<file path="src/rtl/core/spfe_pkg.sv">
// Shared types and constants for the sign packet framer/escaper.
// No dependencies; every other file of the block refers to this package.
package spfe_pkg;

	localparam int BYTE_W  = 8;
	localparam int FMT_W   = 2;
	localparam int CFG_IDX_W = 2;

	// escape format codes (unused code behaves as plain)
	localparam logic [FMT_W-1:0] FMT_PLAIN = 2'd0;
	localparam logic [FMT_W-1:0] FMT_TWO   = 2'd1;
	localparam logic [FMT_W-1:0] FMT_THREE = 2'd2;

	// configuration register indexes
	localparam logic [CFG_IDX_W-1:0] CFG_ESCAPE_FORMAT = 2'd0;
	localparam logic [CFG_IDX_W-1:0] CFG_SIGN_TYPE     = 2'd1;
	localparam logic [CFG_IDX_W-1:0] CFG_SIGN_ADDRESS  = 2'd2;

	// register reset values
	localparam logic [FMT_W-1:0]  RST_ESCAPE_FORMAT = FMT_PLAIN;
	localparam logic [BYTE_W-1:0] RST_SIGN_TYPE     = 8'd90;
	localparam logic [BYTE_W-1:0] RST_SIGN_ADDRESS  = 8'd48;

	// link characters
	localparam logic [BYTE_W-1:0] CH_NUL = 8'h00;
	localparam logic [BYTE_W-1:0] CH_SOH = 8'h01;
	localparam logic [BYTE_W-1:0] CH_STX = 8'h02;
	localparam logic [BYTE_W-1:0] CH_EOT = 8'h04;
	localparam logic [BYTE_W-1:0] CH_ESC_TWO   = 8'h5d; // ']'
	localparam logic [BYTE_W-1:0] CH_ESC_THREE = 8'h5f; // '_'
	localparam logic [BYTE_W-1:0] CTRL_LIMIT   = 8'h20;
	localparam logic [BYTE_W-1:0] TWO_OFFSET   = 8'h20;
	localparam logic [BYTE_W-1:0] NIB_OFFSET   = 8'h30;

	typedef struct packed {
		logic [BYTE_W-1:0] data_byte;
		logic              first_of_packet;
		logic              last_of_packet;
	} item_t;

	// queue head as seen by the back end
	typedef struct packed {
		logic  valid;
		item_t item;
	} head_t;

endpackage

</file>
<file path="src/rtl/core/spfe_ifs.sv">
// Channel interfaces of the sign packet framer/escaper: input, output, config.
// Widths taken from spfe_pkg.
interface spfe_in_if;
	logic                         valid;
	logic                         ready;
	logic [spfe_pkg::BYTE_W-1:0]  data_byte;
	logic                         first_of_packet;
	logic                         last_of_packet;
	modport source (output valid, output data_byte, output first_of_packet,
		output last_of_packet, input ready);
	modport sink (input valid, input data_byte, input first_of_packet,
		input last_of_packet, output ready);
endinterface

interface spfe_out_if;
	logic                         valid;
	logic                         ready;
	logic [spfe_pkg::BYTE_W-1:0]  out_byte;
	logic                         last_of_burst;
	modport source (output valid, output out_byte, output last_of_burst, input ready);
	modport sink (input valid, input out_byte, input last_of_burst, output ready);
endinterface

interface spfe_cfg_if;
	logic                            valid;
	logic                            ready;
	logic [spfe_pkg::CFG_IDX_W-1:0]  index;
	logic [spfe_pkg::BYTE_W-1:0]     data;
	modport source (output valid, output index, output data, input ready);
	modport sink (input valid, input index, input data, output ready);
endinterface

</file>
<file path="src/rtl/core/spfe_queue.sv">
// Front end: accepts input transactions into a two-entry show-ahead queue.
// Depends on spfe_pkg.
module spfe_queue (
	input  logic                clk,
	input  logic                arst_n,
	input  logic                push,
	input  spfe_pkg::item_t     push_item,
	output logic                not_full,
	input  logic                pop,
	output spfe_pkg::head_t     head
);

	spfe_pkg::item_t  mem_q [2];
	logic             wr_ptr_q;
	logic             rd_ptr_q;
	logic [1:0]       count_q;
	logic             do_push;
	logic             do_pop;

	assign not_full = (count_q != 2'd2);
	assign do_push  = push && not_full;
	assign do_pop   = pop && (count_q != 2'd0);

	assign head.valid = (count_q != 2'd0);
	assign head.item  = mem_q[rd_ptr_q];

	always_ff @(posedge clk) begin
		if (do_push) begin
			mem_q[wr_ptr_q] <= push_item;
		end
	end

	always_ff @(posedge clk or negedge arst_n) begin
		if (!arst_n) begin
			wr_ptr_q <= 1'b0;
			rd_ptr_q <= 1'b0;
			count_q  <= 2'd0;
		end else begin
			if (do_push) begin
				wr_ptr_q <= ~wr_ptr_q;
			end
			if (do_pop) begin
				rd_ptr_q <= ~rd_ptr_q;
			end
			unique case ({do_push, do_pop})
				2'b10:   count_q <= count_q + 2'd1;
				2'b01:   count_q <= count_q - 2'd1;
				default: count_q <= count_q;
			endcase
		end
	end

endmodule

</file>
<file path="src/rtl/core/spfe_back.sv">
// Back end: walks the frame symbols of the queue head, escapes each one
// and drives the output byte register. Depends on spfe_pkg.
module spfe_back #(
	parameter int PREAMBLE_NULS = 10
) (
	input  logic                           clk,
	input  logic                           arst_n,
	input  spfe_pkg::head_t                head,
	output logic                           pop,
	input  logic [spfe_pkg::FMT_W-1:0]     escape_format,
	input  logic [spfe_pkg::BYTE_W-1:0]    sign_type,
	input  logic [spfe_pkg::BYTE_W-1:0]    sign_address,
	output logic                           out_valid,
	input  logic                           out_ready,
	output logic [spfe_pkg::BYTE_W-1:0]    out_byte,
	output logic                           last_of_burst
);

	localparam int CNT_W = (PREAMBLE_NULS > 1) ? $clog2(PREAMBLE_NULS) : 1;
	localparam logic [CNT_W-1:0] CNT_LAST =
		CNT_W'((PREAMBLE_NULS > 0) ? PREAMBLE_NULS - 1 : 0);

	// symbol phases; PH_START means "take the start phase from the head"
	localparam logic [2:0] PH_START = 3'd0;
	localparam logic [2:0] PH_NUL   = 3'd1;
	localparam logic [2:0] PH_SOH   = 3'd2;
	localparam logic [2:0] PH_TYPE  = 3'd3;
	localparam logic [2:0] PH_ADDR  = 3'd4;
	localparam logic [2:0] PH_STX   = 3'd5;
	localparam logic [2:0] PH_DATA  = 3'd6;
	localparam logic [2:0] PH_EOT   = 3'd7;

	logic [2:0]                    phase_q;
	logic [CNT_W-1:0]              cnt_q;
	logic [1:0]                    sub_q;
	logic                          out_valid_q;
	logic [spfe_pkg::BYTE_W-1:0]   out_byte_q;
	logic                          out_last_q;

	logic [2:0]                    phase;
	logic [spfe_pkg::BYTE_W-1:0]   sym;
	logic [1:0]                    sub_last;
	logic [spfe_pkg::BYTE_W-1:0]   esc_byte;
	logic                          load;
	logic                          sym_end;
	logic                          done;
	logic [2:0]                    phase_nx;

	always_comb begin
		if (phase_q != PH_START) begin
			phase = phase_q;
		end else if (head.item.first_of_packet) begin
			phase = (PREAMBLE_NULS > 0) ? PH_NUL : PH_SOH;
		end else begin
			phase = PH_DATA;
		end
	end

	always_comb begin
		unique case (phase)
			PH_SOH:  sym = spfe_pkg::CH_SOH;
			PH_TYPE: sym = sign_type;
			PH_ADDR: sym = sign_address;
			PH_STX:  sym = spfe_pkg::CH_STX;
			PH_DATA: sym = head.item.data_byte;
			PH_EOT:  sym = spfe_pkg::CH_EOT;
			default: sym = spfe_pkg::CH_NUL;
		endcase
	end

	// escape of one symbol: index of its last byte, and the byte at sub_q
	always_comb begin
		sub_last = 2'd0;
		esc_byte = sym;
		if (sym < spfe_pkg::CTRL_LIMIT) begin
			priority if (escape_format == spfe_pkg::FMT_TWO) begin
				sub_last = 2'd1;
				esc_byte = (sub_q == 2'd0) ? spfe_pkg::CH_ESC_TWO
					: sym + spfe_pkg::TWO_OFFSET;
			end else if (escape_format == spfe_pkg::FMT_THREE) begin
				sub_last = 2'd2;
				unique case (sub_q)
					2'd0:    esc_byte = spfe_pkg::CH_ESC_THREE;
					2'd1:    esc_byte = spfe_pkg::NIB_OFFSET + {4'h0, sym[7:4]};
					default: esc_byte = spfe_pkg::NIB_OFFSET + {4'h0, sym[3:0]};
				endcase
			end else begin
				sub_last = 2'd0;
			end
		end
	end

	assign load    = head.valid && (!out_valid_q || out_ready);
	assign sym_end = (sub_q == sub_last);

	always_comb begin
		done     = 1'b0;
		phase_nx = phase;
		unique case (phase)
			PH_NUL:  phase_nx = (cnt_q == CNT_LAST) ? PH_SOH : PH_NUL;
			PH_SOH:  phase_nx = PH_TYPE;
			PH_TYPE: phase_nx = PH_ADDR;
			PH_ADDR: phase_nx = PH_STX;
			PH_STX:  phase_nx = PH_DATA;
			PH_DATA: begin
				phase_nx = head.item.last_of_packet ? PH_EOT : PH_START;
				done     = !head.item.last_of_packet;
			end
			PH_EOT: begin
				phase_nx = PH_START;
				done     = 1'b1;
			end
			default: phase_nx = PH_START;
		endcase
	end

	assign pop = load && sym_end && done;

	always_ff @(posedge clk or negedge arst_n) begin
		if (!arst_n) begin
			phase_q     <= PH_START;
			cnt_q       <= '0;
			sub_q       <= 2'd0;
			out_valid_q <= 1'b0;
		end else begin
			if (load) begin
				out_valid_q <= 1'b1;
				if (!sym_end) begin
					sub_q   <= sub_q + 2'd1;
					phase_q <= phase;
				end else begin
					sub_q   <= 2'd0;
					phase_q <= phase_nx;
					if (phase == PH_NUL) begin
						cnt_q <= (cnt_q == CNT_LAST) ? '0 : cnt_q + CNT_W'(1);
					end
				end
			end else if (out_ready) begin
				out_valid_q <= 1'b0;
			end
		end
	end

	always_ff @(posedge clk) begin
		if (load) begin
			out_byte_q <= esc_byte;
			out_last_q <= sym_end && done;
		end
	end

	assign out_valid     = out_valid_q;
	assign out_byte      = out_byte_q;
	assign last_of_burst = out_last_q;

endmodule

</file>
<file path="src/rtl/core/sign_packet_framer_escaper.sv">
// Sign packet framer/escaper. Each input transaction carries one payload
// byte with first/last-of-packet flags; the block emits one or more output
// transactions, one byte each, for every input transaction. A first byte is
// preceded by PREAMBLE_NULS NULs, SOH, sign type, sign address and STX; a
// last byte is followed by EOT. Any emitted byte below 0x20 is escaped per
// escape_format (0 plain, 1 ']' + byte+0x20, 2 '_' + two nibble digits;
// code 3 = plain).
// last_of_burst marks the final output byte caused by an input transaction.
// Rate: the output register moves one byte per cycle while out_ready holds;
// an input yields between 1 and 3*(PREAMBLE_NULS+6) output bytes (1 to 3
// for an unflagged byte); a two-entry queue lets the next input be taken
// while the current one is still being expanded. Config writes are always
// ready and must only be made while the block is idle.
// Depends on spfe_pkg, spfe_ifs, spfe_queue and spfe_back.
module sign_packet_framer_escaper #(
	parameter int PREAMBLE_NULS = 10
) (
	input  logic              clk,
	input  logic              arst_n,
	spfe_in_if.sink           in_ch,
	spfe_out_if.source        out_ch,
	spfe_cfg_if.sink          cfg_ch
);

	// configuration registers
	logic [spfe_pkg::FMT_W-1:0]   escape_format_q;
	logic [spfe_pkg::BYTE_W-1:0]  sign_type_q;
	logic [spfe_pkg::BYTE_W-1:0]  sign_address_q;

	spfe_pkg::item_t  in_item;
	spfe_pkg::head_t  head;
	logic             q_not_full;
	logic             pop;
	logic             in_take;

	assign cfg_ch.ready = 1'b1;

	always_ff @(posedge clk or negedge arst_n) begin
		if (!arst_n) begin
			escape_format_q <= spfe_pkg::RST_ESCAPE_FORMAT;
			sign_type_q     <= spfe_pkg::RST_SIGN_TYPE;
			sign_address_q  <= spfe_pkg::RST_SIGN_ADDRESS;
		end else if (cfg_ch.valid) begin
			unique case (cfg_ch.index)
				spfe_pkg::CFG_ESCAPE_FORMAT:
					escape_format_q <= cfg_ch.data[spfe_pkg::FMT_W-1:0];
				spfe_pkg::CFG_SIGN_TYPE:    sign_type_q    <= cfg_ch.data;
				spfe_pkg::CFG_SIGN_ADDRESS: sign_address_q <= cfg_ch.data;
				default: ; // index beyond the register list: ignored
			endcase
		end
	end

	// front: take input transactions into the queue
	assign in_ch.ready = q_not_full;
	assign in_take     = in_ch.valid && q_not_full;

	assign in_item.data_byte       = in_ch.data_byte;
	assign in_item.first_of_packet = in_ch.first_of_packet;
	assign in_item.last_of_packet  = in_ch.last_of_packet;

	spfe_queue u_queue (
		.clk       (clk),
		.arst_n    (arst_n),
		.push      (in_take),
		.push_item (in_item),
		.not_full  (q_not_full),
		.pop       (pop),
		.head      (head)
	);

	// back: frame sequencing, escaping and output register
	spfe_back #(
		.PREAMBLE_NULS (PREAMBLE_NULS)
	) u_back (
		.clk           (clk),
		.arst_n        (arst_n),
		.head          (head),
		.pop           (pop),
		.escape_format (escape_format_q),
		.sign_type     (sign_type_q),
		.sign_address  (sign_address_q),
		.out_valid     (out_ch.valid),
		.out_ready     (out_ch.ready),
		.out_byte      (out_ch.out_byte),
		.last_of_burst (out_ch.last_of_burst)
	);

	// an accepted input is held in the queue on the next cycle
	a_push_lands: assert property (@(posedge clk) disable iff (!arst_n)
		in_take |=> head.valid)
		else $error("accepted input missing from queue");

	// with escaping on, no control byte reaches the link
	a_escaped: assert property (@(posedge clk) disable iff (!arst_n)
		out_ch.valid && (escape_format_q == spfe_pkg::FMT_TWO ||
			escape_format_q == spfe_pkg::FMT_THREE)
		|-> out_ch.out_byte >= spfe_pkg::CTRL_LIMIT)
		else $error("unescaped control byte emitted");

	// the queue only drains through the back end
	a_pop_has_head: assert property (@(posedge clk) disable iff (!arst_n)
		pop |-> head.valid)
		else $error("pop from empty queue");

endmodule

</file>
<file path="src/flat_wrapper.sv">
// flat-port wrapper written by rule: the top's interface ports become plain ports
module sign_packet_framer_escaper_flat 
#(
	parameter int PREAMBLE_NULS = 10
)
  (clk, arst_n, in_ch_valid, in_ch_data_byte, in_ch_first_of_packet, in_ch_last_of_packet, in_ch_ready, out_ch_valid, out_ch_out_byte, out_ch_last_of_burst, out_ch_ready, cfg_ch_valid, cfg_ch_index, cfg_ch_data, cfg_ch_ready);
  spfe_in_if in_ch_i ();
  spfe_out_if out_ch_i ();
  spfe_cfg_if cfg_ch_i ();
  input  logic clk;
  input  logic arst_n;
  input wire logic [$bits(in_ch_i.valid)-1:0] in_ch_valid;
  input wire logic [$bits(in_ch_i.data_byte)-1:0] in_ch_data_byte;
  input wire logic [$bits(in_ch_i.first_of_packet)-1:0] in_ch_first_of_packet;
  input wire logic [$bits(in_ch_i.last_of_packet)-1:0] in_ch_last_of_packet;
  output wire logic [$bits(in_ch_i.ready)-1:0] in_ch_ready;
  output wire logic [$bits(out_ch_i.valid)-1:0] out_ch_valid;
  output wire logic [$bits(out_ch_i.out_byte)-1:0] out_ch_out_byte;
  output wire logic [$bits(out_ch_i.last_of_burst)-1:0] out_ch_last_of_burst;
  input wire logic [$bits(out_ch_i.ready)-1:0] out_ch_ready;
  input wire logic [$bits(cfg_ch_i.valid)-1:0] cfg_ch_valid;
  input wire logic [$bits(cfg_ch_i.index)-1:0] cfg_ch_index;
  input wire logic [$bits(cfg_ch_i.data)-1:0] cfg_ch_data;
  output wire logic [$bits(cfg_ch_i.ready)-1:0] cfg_ch_ready;
  assign in_ch_i.valid = in_ch_valid;
  assign in_ch_i.data_byte = in_ch_data_byte;
  assign in_ch_i.first_of_packet = in_ch_first_of_packet;
  assign in_ch_i.last_of_packet = in_ch_last_of_packet;
  assign in_ch_ready = in_ch_i.ready;
  assign out_ch_valid = out_ch_i.valid;
  assign out_ch_out_byte = out_ch_i.out_byte;
  assign out_ch_last_of_burst = out_ch_i.last_of_burst;
  assign out_ch_i.ready = out_ch_ready;
  assign cfg_ch_i.valid = cfg_ch_valid;
  assign cfg_ch_i.index = cfg_ch_index;
  assign cfg_ch_i.data = cfg_ch_data;
  assign cfg_ch_ready = cfg_ch_i.ready;
  sign_packet_framer_escaper #(.PREAMBLE_NULS(PREAMBLE_NULS)) u_core (.clk(clk), .arst_n(arst_n), .in_ch(in_ch_i), .out_ch(out_ch_i), .cfg_ch(cfg_ch_i));
endmodule
</file>
<file path="config.mk">
export PLATFORM = sky130hd
export DESIGN_NAME = sign_packet_framer_escaper_flat
export DESIGN_NICKNAME = d
export VERILOG_FILES = /design/src/rtl/core/spfe_pkg.sv /design/src/rtl/core/spfe_ifs.sv /design/src/rtl/core/spfe_queue.sv /design/src/rtl/core/spfe_back.sv /design/src/rtl/core/sign_packet_framer_escaper.sv /design/src/flat_wrapper.sv
export SDC_FILE = /design/constraint.sdc
export NUM_CORES = 1
export LEC_CHECK = 0
export BUFFER_PORTS_ARGS = -buffer_cell sky130_fd_sc_hd__buf_2
export CAP_MARGIN = 15
export CELL_PAD_IN_SITES_DETAIL_PLACEMENT = 1
export CELL_PAD_IN_SITES_GLOBAL_PLACEMENT = 2
export CORE_MARGIN = 5
export CORE_UTILIZATION = 38
export CTS_BUF_LIST = sky130_fd_sc_hd__clkbuf_2 sky130_fd_sc_hd__clkbuf_4 sky130_fd_sc_hd__clkbuf_8
export DETAILED_ROUTE_END_ITERATION = 12
export MAX_ROUTING_LAYER = met4
export PLACE_DENSITY = 0.75
export SLEW_MARGIN = 10
export SYNTH_ARGS = -nofsm -noshare
export SYNTH_HDL_FRONTEND = slang
export SYNTH_SLANG_ARGS = --single-unit
</file>
<file path="constraint.sdc">
create_clock -name clk -period 3.1 [get_ports clk]
set_input_delay 0.465 -clock clk [delete_from_list [all_inputs] [get_ports clk]]
set_output_delay 0.465 -clock clk [all_outputs]
set_load 0.03 [all_outputs]
</file>
# [Yosys cells after proc, flatten, opt, wreduce, memory -nomap -nowiden]
# Memory sizes are Yosys's and may differ from the RTL's.
# Index checks and enable logic that the tools add are counted.
[totals] memories=1 ramBits=20 inputBits=25 romBits=0 output_inout_bits=12 register_bits=41 elab_cells=83 latch_bits=0
[op_classes] n_shift=0 reduce_logical=20 n_div=0 n_bitwise=2 eq_ne=17 n_mux=23 addsub=7 multipliers=0 order_cmp=1
[mem_list] memory="u_core.u_queue.mem_q" depth=2 width=10 rd=1 rd_clocked_by_memory_dff=0 write_ports=1 line="spfe_queue.sv:13" text="spfe_pkg::item_t mem_q [2];"
[ops] operator="one-hot mux 8 bit (6 select lines)" n=1
[ops] operator="2-to-1 mux 8 bit" n=4
[ops] operator="one-hot mux 3 bit (6 select lines)" n=1
[ops] operator="adder 6 x 4 -> 7 bit (first input constant)" n=2
[ops] operator="one-hot mux 7 bit (2 select lines)" n=1
[ops] operator="== test 3 bit (second input constant)" n=4
[ops] operator="2-to-1 mux 3 bit" n=4
[ops] operator="2-to-1 mux 2 bit" n=5
[ops] operator="adder 8 x 6 -> 8 bit (second input constant)" n=1
[ops] operator="== test 2 x 1 -> 1 bit (second input constant)" n=4
[ops] operator="less-than comparator 8 x 6 -> 1 bit (second input constant)" n=1
[ops] operator="logical AND 1 bit" n=7
[ops] operator="== test 2 bit (second input constant)" n=3
[ops] operator="== test 3 x 2 -> 1 bit (second input constant)" n=2
[ops] operator="AND reduction 2 bit" n=3
[ops] operator="nonzero test 2 bit" n=3
[ops] operator="adder 2 x 1 -> 2 bit (second input constant)" n=2
[ops] operator="adder 4 x 1 -> 4 bit (second input constant)" n=1
[ops] operator="== test 4 bit (second input constant)" n=1
[ops] operator="logical NOT 2 bit" n=2
[ops] operator="2-to-1 mux 1 bit" n=4
[ops] operator="2-to-1 mux 4 bit" n=1
[ops] operator="one-hot mux 2 bit (2 select lines)" n=1
[ops] operator="== test 3 x 1 -> 1 bit (second input constant)" n=1
[ops] operator="other kinds (9)" n=11

# [Logic depth before layout (Yosys ltp)]
# Gate-level depths: netlist (run 1).
# An unclocked memory read counts as a cell.
[depth] depth_word=13 depth_mapped=12 depth_no_buf=10

# [Cells and area by module]
# A second synthesis (run 1) with hierarchy kept.
[hier_totals] cells_unflattened=252 area_unflattened_um2=3094.2
[modules_own_cells] module="spfe_back" instances=1 cells_each=162 seq_area_each_um2=520.5 area_per_inst_um2=1390.1
[modules_own_cells] module="spfe_queue" instances=1 cells_each=48 seq_area_each_um2=700.7 area_per_inst_um2=913.4
[modules_own_cells] module="sign_packet_framer_escaper" instances=1 cells_each=42 seq_area_each_um2=457.9 area_per_inst_um2=790.8

# [Worst setup path before layout (run 1)]
# OpenSTA, ideal clock, no wires.
[synth_timing] path_type="flip-flop to flip-flop" startpoint="reg u_core.u_back.phase_q[0]" endpoint="reg u_core.u_queue.count_q[1]" arrival_ps=2570 setup_ps=79 required_ps=3021 setup_slack_ps=451 stages_incl_launch_ff=11 cell_sequence="dfrtp_1 buf_2 or3_1 o22ai_4 a221oi_1 a311oi_1 o211ai_1 inv_1 ha_1 nor2_1 xor2_1"
[synth_via] elab_chain_cells=12 word_cells_on_any_way=20
[synth_lines] element="start, declared" line="spfe_back.sv:33" text="logic [2:0] phase_q;"
[synth_lines] element="start signal, assigned" line="spfe_back.sv:130" text="phase_q <= phase;"
[synth_lines] element="start signal, assigned" line="spfe_back.sv:133" text="phase_q <= phase_nx;"
[synth_lines] element="nonzero test 3 bit" line="spfe_back.sv:50" text="if (phase_q != PH_START) begin"
[synth_lines] element="2-to-1 mux 3 bit (*)" line="spfe_back.sv:50"
[synth_lines] element="== test 3 bit (tied with other cells)" line="spfe_back.sv:60, spfe_back.sv:99"
[synth_lines] element="one-hot mux 8 bit (6 select lines)" line="spfe_back.sv:60" text="unique case (phase)"
[synth_lines] element="less-than comparator 8 x 6 -> 1 bit" line="spfe_back.sv:75" text="if (sym < spfe_pkg::CTRL_LIMIT) begin"
[synth_lines] element="2-to-1 mux 2 bit" line="spfe_back.sv:75"
[synth_lines] element="== test 2 bit" line="spfe_back.sv:94" text="assign sym_end = (sub_q == sub_last);"
[synth_lines] element="logical AND 1 bit" line="spfe_back.sv:117" text="assign pop = load && sym_end && done;"
[synth_lines] element="logical AND 1 bit (*)" line="spfe_back.sv:117"
[synth_lines] element="logical AND 1 bit (*)" line="spfe_queue.sv:22" text="assign do_pop = pop && (count_q != 2'd0);"
[synth_lines] element="net u_core.u_queue.do_pop" line="spfe_queue.sv:18" text="logic do_pop;"
[synth_lines] element="== test 2 x 1 -> 1 bit / == test 2 bit (equally long branches)" line="spfe_queue.sv:45" text="unique case ({do_push, do_pop})"
[synth_lines] element="one-hot mux 2 bit (2 select lines) / nonzero test 2 bit (equally long branches)"
[synth_lines] element="end signal, assigned" line="spfe_queue.sv:46" text="2'b10: count_q <= count_q + 2'd1;"
[synth_lines] element="end signal, assigned" line="spfe_queue.sv:47" text="2'b01: count_q <= count_q - 2'd1;"
[synth_lines] element="end signal, assigned" line="spfe_queue.sv:48" text="default: count_q <= count_q;"
[synth_lines] element="end, declared" line="spfe_queue.sv:16" text="logic [1:0] count_q;"
# The timed path passes the listed nets; every way through them passes the cells marked *.
# A chain may end at the register's enable or synchronous reset.

# [Worst setup path after layout (run 1)]
[layout_timing] startpoint="reg u_core.u_queue.rd_ptr_q" endpoint="reg u_core.u_queue.count_q[1]"
[layout_via] elab_chain_cells=13 word_cells_on_any_way=22
[layout_lines] element="start, declared" line="spfe_queue.sv:15" text="logic rd_ptr_q;"
[layout_lines] element="start signal, assigned" line="spfe_queue.sv:43" text="rd_ptr_q <= ~rd_ptr_q;"
[layout_lines] element="memory (2 x 10 bit) (*)"
[layout_lines] element="2-to-1 mux 3 bit" line="spfe_back.sv:52" text="end else if (head.item.first_of_packet) begin"
[layout_lines] element="2-to-1 mux 3 bit" line="spfe_back.sv:50"
[layout_lines] element="== test 3 bit (tied with other cells)" line="spfe_back.sv:60, spfe_back.sv:99"
[layout_lines] element="one-hot mux 8 bit (6 select lines)" line="spfe_back.sv:60"
[layout_lines] element="less-than comparator 8 x 6 -> 1 bit" line="spfe_back.sv:75"
[layout_lines] element="2-to-1 mux 2 bit" line="spfe_back.sv:75"
[layout_lines] element="== test 2 bit" line="spfe_back.sv:94"
[layout_lines] element="logical AND 1 bit" line="spfe_back.sv:117"
[layout_lines] element="logical AND 1 bit (*)" line="spfe_back.sv:117"
[layout_lines] element="logical AND 1 bit (*)" line="spfe_queue.sv:22"
[layout_lines] element="net u_core.u_queue.do_pop" line="spfe_queue.sv:18"
[layout_lines] element="== test 2 x 1 -> 1 bit / == test 2 bit (equally long branches)" line="spfe_queue.sv:45"
[layout_lines] element="one-hot mux 2 bit (2 select lines) / nonzero test 2 bit (equally long branches)"
# Marks and branches as above.

==> impl_table.tex, run 1 <==
\begin{tabular}{lr}
\hline
Metric & Value \\
\hline
\multicolumn{2}{l}{\textbf{STA}} \\
Final slew viol count & 0 \\
Remaining max-slew budget at the tightest pin & about two fifths \\
Maximum clock frequency & roughly 350 MHz \\
Final Setup Violations & 0 \\
Final Hold Violating Endpoints & 0 \\
Sum of negative setup slack & 0 ps \\
Unrepaired setup endpoints after global routing & no \\
Skew final & 9.02 ps \\
Period minus WS final & $\sim$2900 ps \\
Period Utilization, post-route & between 90 and 100\% \\
Transition time at the pin with the least slew margin & approximately 890 ps \\
\multicolumn{2}{l}{\textbf{Job}} \\
Max-cap violation count & 0 \\
\multicolumn{2}{l}{\textbf{Setup path}} \\
List of cells traversed by the critical path & mux2\_4 -> o22ai\_4 -> a222oi\_1 -> a311oi\_1 -> o211ai\_1 -> inv\_1 -> ha\_1 -> nor2\_1 -> xor2\_1 \\
CP Launch Type & flop \\
Number of buffer and inverter instances along the worst setup path & 1 \\
Worst stage delay on the critical path & about 520 ps \\
Cell with the biggest individual delay on the critical path & sky130\_fd\_sc\_hd\_\_dfrtp\_1 \\
Arrival time of the worst setup path & around 3100 ps \\
Data required time at the worst endpoint & about 3400 ps \\
Crit Path Class & reg2reg \\
Largest delay contributor family on the critical path & compound AO/OA/AOI/OAI gates \\
Worst Path Max Fanout & 9 \\
Endpoint class of the critical path & flop \\
\multicolumn{2}{l}{\textbf{Placed design}} \\
Placed wire-length estimate after detailed placement & approximately 5.6 mm \\
Gp weighted congestion & 0.835 \\
Placed cell count & 387 \\
Input/output buffers & 35 \\
\multicolumn{2}{l}{\textbf{Clock network}} \\
Clock tree root driver cell & sky130\_fd\_sc\_hd\_\_clkbuf\_8 \\
Number of CTS-inserted buffers & 9 \\
Clk\_lat worst skew & around 350 ps \\
Hold Buf Count CTS & 0 \\
Resized cells post-CTS & 0 \\
CTS max path bufs & 2 \\
Post-CTS Setup Bufs & 0 \\
Clock slew seen by the registers of the worst setup and hold paths & about 80 ps \\
CTS sink cnt & around 60 \\
CTS tree & yes \\
Level count of the clock H-tree & 3 \\
\multicolumn{2}{l}{\textbf{Routing}} \\
Average detailed-routed wire length per instance & 18.2 um \\
Count of unresolved DRC violations after routing & 0 \\
Vias & roughly 2200 \\
Number of optimization iterations in the first detailed-route pass & 8 \\
Post-route antenna net violation count & 0 \\
Mean number of vias per cell & 5.36 \\
Violation count after the first detailed-route iteration & between 100 and 150 \\
Final Routed Wirelength & 7.34 mm \\
\multicolumn{2}{l}{\textbf{Power and ir drop}} \\
Overall power & approximately 3.7 mW \\
P\_leak & about 1.4 nW \\
Worst vdd ir & approximately 0.00044 V \\
Cell area power density & 1060 nW/um\^{}2 \\
\multicolumn{2}{l}{\textbf{Die}} \\
Die Y & 98.7 um \\
Number of rows created at floorplan & 32 \\
Core Region & roughly 7700 um\^{}2 \\
Starting density of the core & between 30 and 40\% \\
Die ar. & between 9000 and 10000 um\^{}2 \\
Width of the die & 98.7 um \\
I/O Pins & 37 \\
\multicolumn{2}{l}{\textbf{Global route}} \\
Via count of the first global-routing pass & about 2300 \\
Overall track demand over capacity in global routing & about 16\% \\
Grt ovf & 0 \\
Wire length of the first global-routing pass & 12.0 mm \\
Initial antenna violation count & 0 \\
Maximum number of pins on one net before global-route repair & 33 \\
\multicolumn{2}{l}{\textbf{Synthesis}} \\
Count of flip-flops with a built-in enable after synthesis & 29 \\
Warnings, synthesis & 0 \\
Summed instance area of the synthesized netlist & $\sim$3000 um\^{}2 \\
Async S/R FF share, synth & 52.5\% \\
Mean area per synthesized cell & approximately 12 um\^{}2 \\
Sequential element share of the synthesized area & a little under three fifths \\
Register bit total from synthesis & 61 \\
Top FF cell, synth & sky130\_fd\_sc\_hd\_\_edfxtp\_1 \\
Share of the synthesized area in the top cell type & around 29\% \\
Mapped Cells & $\sim$250 \\
Syn Nets & approximately 280 \\
Leading post-synthesis cells by cell area & sky130\_fd\_sc\_hd\_\_edfxtp\_1, sky130\_fd\_sc\_hd\_\_dfrtp\_1, sky130\_fd\_sc\_hd\_\_mux2\_2, sky130\_fd\_sc\_hd\_\_dfstp\_2, sky130\_fd\_sc\_hd\_\_o21ai\_0 \\
Top cell type by total area after synthesis & sky130\_fd\_sc\_hd\_\_edfxtp\_1 \\
Number of distinct standard cells referenced by the synthesized netlist & 53 \\
\multicolumn{2}{l}{\textbf{Final layout}} \\
Area overhead of the layout relative to synthesis & 17.8\% \\
Count of antenna diodes in the layout & 0 \\
Number of fillers in the final layout & approximately 860 \\
Final core utilization & 45.8\% \\
Nets & 326 \\
Share of final-layout standard cells stronger than drive strength 1 & between 30\% and 40\% \\
Layout Cells excl Fill & 403 \\
\multicolumn{2}{l}{\textbf{Hold path}} \\
Hold Crit Class & in2async \\
\multicolumn{2}{l}{\textbf{Run status}} \\
Status & finished clean \\
\hline
\end{tabular}
registers in the layout (all words and copies together) (netlist names):
register,count
u_core.u_queue.mem_q,20
u_core.sign_address_q,8
u_core.sign_type_q,8
u_core.u_back.out_byte,8
u_core.u_back.cnt_q,4
u_core.u_back.phase_q,3
u_core.escape_format_q,2
u_core.u_back.sub_q,2
u_core.u_queue.count_q,2
u_core.u_back.last_of_burst,1
u_core.u_back.out_valid,1
u_core.u_queue.rd_ptr_q,1
u_core.u_queue.wr_ptr_q,1
synthesized netlist by cell type, types with 6 or more instances:
master	n
sky130_fd_sc_hd__nand2_1	17
sky130_fd_sc_hd__inv_1	10
sky130_fd_sc_hd__o21a_1	7
sky130_fd_sc_hd__mux2_2	26
sky130_fd_sc_hd__nor2_1	21
sky130_fd_sc_hd__dfrtp_1	26
sky130_fd_sc_hd__edfxtp_1	29
sky130_fd_sc_hd__dfstp_2	6
sky130_fd_sc_hd__a222oi_1	6
sky130_fd_sc_hd__o21ai_0	16
routing by layer:
layer / global-route usage, % / wire (um) / vias to the layer above
met4: 5.57 / 128 / 0
li1: - / - / 1029
met5: - / 0 / -
met2: 25.9 / 3540 / 45
met3: 4.39 / 288 / 12
met1: 20.6 / 3380 / 1075
metrics by stage:
stage,hold slack [ps],area (um^2),setup WS (ps)
after floorplan,169,2990,451
after global placement,487,3320,403
after detailed placement,492,3320,214
after CTS,196,3520,207
after global routing,235,3520,42.8
final,173,3520,233
layout by cell type (no fill, tap or decap), drive strengths merged, types with 3 or more instances in the layout:
master | synthesis | routed
buf | 5 | 44
edfxtp | 29 | 29
mux2 | 27 | 27
dfrtp | 26 | 26
nor2 | 21 | 21
nand2 | 17 | 17
o21ai | 16 | 16
inv | 10 | 11
clkbuf | 3 | 9
o21a | 7 | 7
a222oi | 6 | 6
dfstp | 6 | 6
nand2b | 5 | 5
nor2b | 5 | 5
xnor2 | 5 | 5
ha | 5 | 5
nor3 | 4 | 4
a21oi | 4 | 4
a221oi | 4 | 4
a311oi | 3 | 3
clkinvlp | 0 | 3
or2 | 3 | 3
o22ai | 3 | 3
nor3b | 3 | 3
kinds of logic after synthesis:
kind of cell,Yosys count,synth area share [%]
AND/OR/NAND/NOR,71,12.1
flip-flops,61,56.2
AO/OA/AOI/OAI,58,14.3
multiplexers,28,10.6
buffers and inverters,18,2.51
XOR/XNOR,7,2.05
adder cells (fa/ha/maj),5,2.09
other,1,0.126
path summary, 6_finish.rpt:
path | startpoint | endpoint | slack, ps | cells past startpoint
setup / recovery | u_core.u_queue.rd_ptr_q$_DFFE_PN0P_ | u_core.u_queue.count_q[1]$_DFFE_PN0P_ | 230 | 9
hold / removal | arst_n | u_core.u_back.cnt_q[2]$_DFFE_PN0P_ | 170 | 1
setup reg to reg | u_core.u_queue.rd_ptr_q$_DFFE_PN0P_ | u_core.u_queue.count_q[1]$_DFFE_PN0P_ | 230 | 9
hold reg to reg | u_core.u_back.out_valid$_DFFE_PN0P_ | u_core.u_back.out_valid$_DFFE_PN0P_ | 500 | 2
max in group asynchronous | arst_n | u_core.sign_type_q[2]$_DFFE_PN0P_ | 2430 | 1
min in group clk | in_ch_data_byte[7] | u_core.u_queue.mem_q[1][9]$_DFFE_PP_ | 300 | 1
cell type report:
type                       instances  area, um^2  share of cell area, %
clock buffer                       9         124                   3.52
clock inverter                     7        75.1                   2.13
inverter                          10        37.5                   1.07
multi-input combinational        170        1230                   35.1
sequential                        61        1680                   47.7
tap                              102         128                   3.63
timing repair buffer              44         243                   6.90
power breakdown:
group	total (mW)	internal, mW	switching, mW
Clock	0.723	0.373	0.350
Combinational	1.62	0.646	0.976
Sequential	1.37	1.17	0.197
No activity file was read; power rests on OpenSTA's default activity.
==> inputs of run 2 (changes only) <==
- CELL_PAD_IN_SITES_DETAIL_PLACEMENT: 1 -> 2
==> run 2 against run 1 <==
  * Sequential share of layout area shrank 0.20 points
  * Utilization grew 0.23 points
  * Worst setup slack lost 99 ps
  * Wire length grew 18%
  * Die area is the same
  * Register-to-register slack lost 99 ps
  * Fmax shrank 3.3%
  * Global-route usage grew 2.9 points
  * First-iteration DRC count shrank 4.8%
  * Sequential power is essentially flat
==> impl_table.tex, run 2 (synthesis gave the netlist of run 1 again) <==
\begin{tabular}{lr}
\hline
Metric & Value \\
\hline
\multicolumn{2}{l}{\textbf{Global route}} \\
Maximum number of pins on one net before global-route repair & 33 (unchanged) \\
Overall track demand over capacity in global routing & 19.4\% (+2.9 points) \\
Initial antenna violation count & 0 (unchanged) \\
Grt ovf & 0 (unchanged) \\
Via count of the first global-routing pass & 2552 (+11\%) \\
Wire length of the first global-routing pass & 14.0 mm (+17\%) \\
\multicolumn{2}{l}{\textbf{Clock network}} \\
CTS tree & yes \\
Clock slew seen by the registers of the worst setup and hold paths & 70 ps (about the same) \\
CTS sink cnt & 61 (unchanged) \\
Clock tree root driver cell & sky130\_fd\_sc\_hd\_\_clkbuf\_8 \\
CTS max path bufs & 2 (unchanged) \\
Number of CTS-inserted buffers & 9 (unchanged) \\
Clk\_lat worst skew & 350 ps (about the same) \\
Hold Buf Count CTS & 0 (unchanged) \\
Level count of the clock H-tree & 3 (unchanged) \\
\multicolumn{2}{l}{\textbf{Setup path}} \\
CP Launch Type & flop \\
Cell with the biggest individual delay on the critical path & sky130\_fd\_sc\_hd\_\_a222oi\_1 \\
Data required time at the worst endpoint & 3370 ps (about the same) \\
Worst Path Max Fanout & 9 (unchanged) \\
Crit Path Class & reg2reg \\
Worst stage delay on the critical path & 530 ps (about the same) \\
Endpoint class of the critical path & flop \\
Arrival time of the worst setup path & 3240 ps (+110 ps) \\
List of cells traversed by the critical path & mux2\_4 -> o22ai\_4 -> a222oi\_1 -> a311oi\_1 -> o211ai\_1 -> inv\_1 -> ha\_1 -> nor2\_1 -> xor2\_1 \\
\multicolumn{2}{l}{\textbf{STA}} \\
Period minus WS final & 2970 ps (+99.0 ps) \\
Setup slack of the critical path after layout & 134 ps (-99.0 ps) \\
Period Utilization, post-route & 95.7\% (+3.2 points) \\
Unrepaired setup endpoints after global routing & no \\
Remaining max-slew budget at the tightest pin & 36.7\% (-3.4 points) \\
Final Hold Violating Endpoints & 0 (unchanged) \\
Sum of negative setup slack & 0 ps (unchanged) \\
Maximum clock frequency & 337 MHz (-3.3\%) \\
Final Setup Violations & 0 (unchanged) \\
Transition time at the pin with the least slew margin & 946 ps (+51.4 ps) \\
Skew final & 11.0 ps (+1.94 ps) \\
Final slew viol count & 0 (unchanged) \\
\multicolumn{2}{l}{\textbf{Routing}} \\
Number of optimization iterations in the first detailed-route pass & 4 (-4) \\
Average detailed-routed wire length per instance & 21.4 um (+18\%) \\
Vias & 2243 (+3.8\%) \\
Violation count after the first detailed-route iteration & 138 (-4.8\%) \\
Count of unresolved DRC violations after routing & 0 (unchanged) \\
Post-route antenna net violation count & 0 (unchanged) \\
Mean number of vias per cell & 5.57 (+3.8\%) \\
Final Routed Wirelength & 8.64 mm (+18\%) \\
\multicolumn{2}{l}{\textbf{Power and ir drop}} \\
P\_leak & 1.44 nW (+1.4\%) \\
Worst vdd ir & 0.000444 V (+0.95\%) \\
Cell area power density & 1090 nW/um\^{}2 (+3.1\%) \\
Overall power & 3.85 mW (+3.6\%) \\
\multicolumn{2}{l}{\textbf{Final layout}} \\
Flip-flop count of the largest register after layout & 20 (unchanged) \\
Share of final-layout standard cells stronger than drive strength 1 & 33.2\% (+0.66 points) \\
Count of antenna diodes in the layout & 0 (unchanged) \\
Biggest register & u\_core.u\_queue.mem\_q \\
Most common cell after layout, fill and taps aside & sky130\_fd\_sc\_hd\_\_buf\_2 \\
Commonest cells after routing, fill and taps aside & sky130\_fd\_sc\_hd\_\_buf\_2, sky130\_fd\_sc\_hd\_\_edfxtp\_1, sky130\_fd\_sc\_hd\_\_mux2\_2 \\
Nets & 326 (unchanged) \\
Area overhead of the layout relative to synthesis & 18.4\% \\
\multicolumn{2}{l}{\textbf{Hold path}} \\
Hold Crit Class & in2async \\
\multicolumn{2}{l}{\textbf{Die}} \\
Width of the die & 98.7 um (unchanged) \\
Die Y & 98.7 um (unchanged) \\
Die ar. & 9740 um\^{}2 (unchanged) \\
Starting density of the core & 38.9\% (unchanged) \\
I/O Pins & 37 (unchanged) \\
Number of rows created at floorplan & 32 (unchanged) \\
Core Region & 7690 um\^{}2 (unchanged) \\
\multicolumn{2}{l}{\textbf{Job}} \\
Max-cap violation count & 0 (unchanged) \\
\multicolumn{2}{l}{\textbf{Placed design}} \\
Input/output buffers & 35 (unchanged) \\
Gp weighted congestion & 0.835 (unchanged) \\
Post-placement setup slack & 126 ps (-87.6 ps) \\
Placed wire-length estimate after detailed placement & 6.46 mm (+15\%) \\
\multicolumn{2}{l}{\textbf{Run status}} \\
Status & finished clean \\
\hline
\end{tabular}
run 2: changes by cell type in the layout (fill, tap and decap cells not counted), sizes merged:
cell | before | now
inv | 11 | 12
clkinv | 2 | 0
clkbuf | 9 | 13
clkinvlp | 3 | 0
run 2: critical path: cells and delay by family (launching register included):
kind	cells	cell delay, ps
flip-flops	1	490
AO/OA/AOI/OAI	4	1290
multiplexers	1	310
XOR/XNOR	1	170
adder cells (fa/ha/maj)	1	330
AND/OR/NAND/NOR	1	190
buffers and inverters	1	110
run 2: report_power, final:
| part | total, mW | switching, mW | internal [mW] |
|---|---|---|---|
| sequential | 1.39 | 0.216 | 1.17 |
| clock | 0.767 | 0.332 | 0.435 |
| combinational | 1.69 | 1.04 | 0.651 |
run 2: path summary, 6_finish.rpt:
| path | slack, ps | cells after the start | end | startpoint |
|---|---|---|---|---|
| hold reg to reg | 500 | 1 | u_core.u_back.cnt_q[2]$_DFFE_PN0P_ | u_core.u_back.cnt_q[2]$_DFFE_PN0P_ |
| setup / recovery | 130 | 9 | u_core.u_queue.count_q[1]$_DFFE_PN0P_ | u_core.u_queue.rd_ptr_q$_DFFE_PN0P_ |
| hold / removal | 170 | 1 | u_core.u_back.cnt_q[2]$_DFFE_PN0P_ | arst_n |
| min in group clk | 300 | 1 | u_core.u_queue.mem_q[0][3]$_DFFE_PP_ | in_ch_data_byte[1] |
| setup reg to reg | 130 | 9 | u_core.u_queue.count_q[1]$_DFFE_PN0P_ | u_core.u_queue.rd_ptr_q$_DFFE_PN0P_ |
| max in group asynchronous | 2400 | 1 | u_core.u_queue.rd_ptr_q$_DFFE_PN0P_ | arst_n |
run 2: cell type report:
cell class | count | area, um^2
repair buffers | 44 | 243
clock inverters | 3 | 42.5
inverters | 10 | 37.5
multi-input cells | 170 | 1240
flip-flops and latches | 61 | 1680
fillers | 818 | 4150
well taps | 102 | 128
clock buffers | 13 | 166
run 2: metrics by stage:
stage	hold WS, ps	cells	util (%)	instance area (um^2)
global route	237	403	46.0	3540
detailed placement	496	387	43.2	3320
CTS	188	403	45.9	3530
global placement	487	387	43.2	3320
floorplan	169	249	-	2990
finish	175	403	46.0	3540
run 2: what timing repair did:
action | in CTS | in global routing
setup buffers | 0 | 0
gates resized for setup | 0 | 2
setup endpoints to repair | 0 | 1
run 2: layer usage:
| metal | share of wire (%) | track usage, % | vias up |
|---|---|---|---|
| met4 | 1.7 | 6.62 | 0 |
| met1 | 41 | 22.0 | 1159 |
| met5 | 0 | - | - |
| met2 | 54 | 34.1 | 42 |
| li1 | - | - | 1028 |
| met3 | 3.3 | 3.82 | 14 |
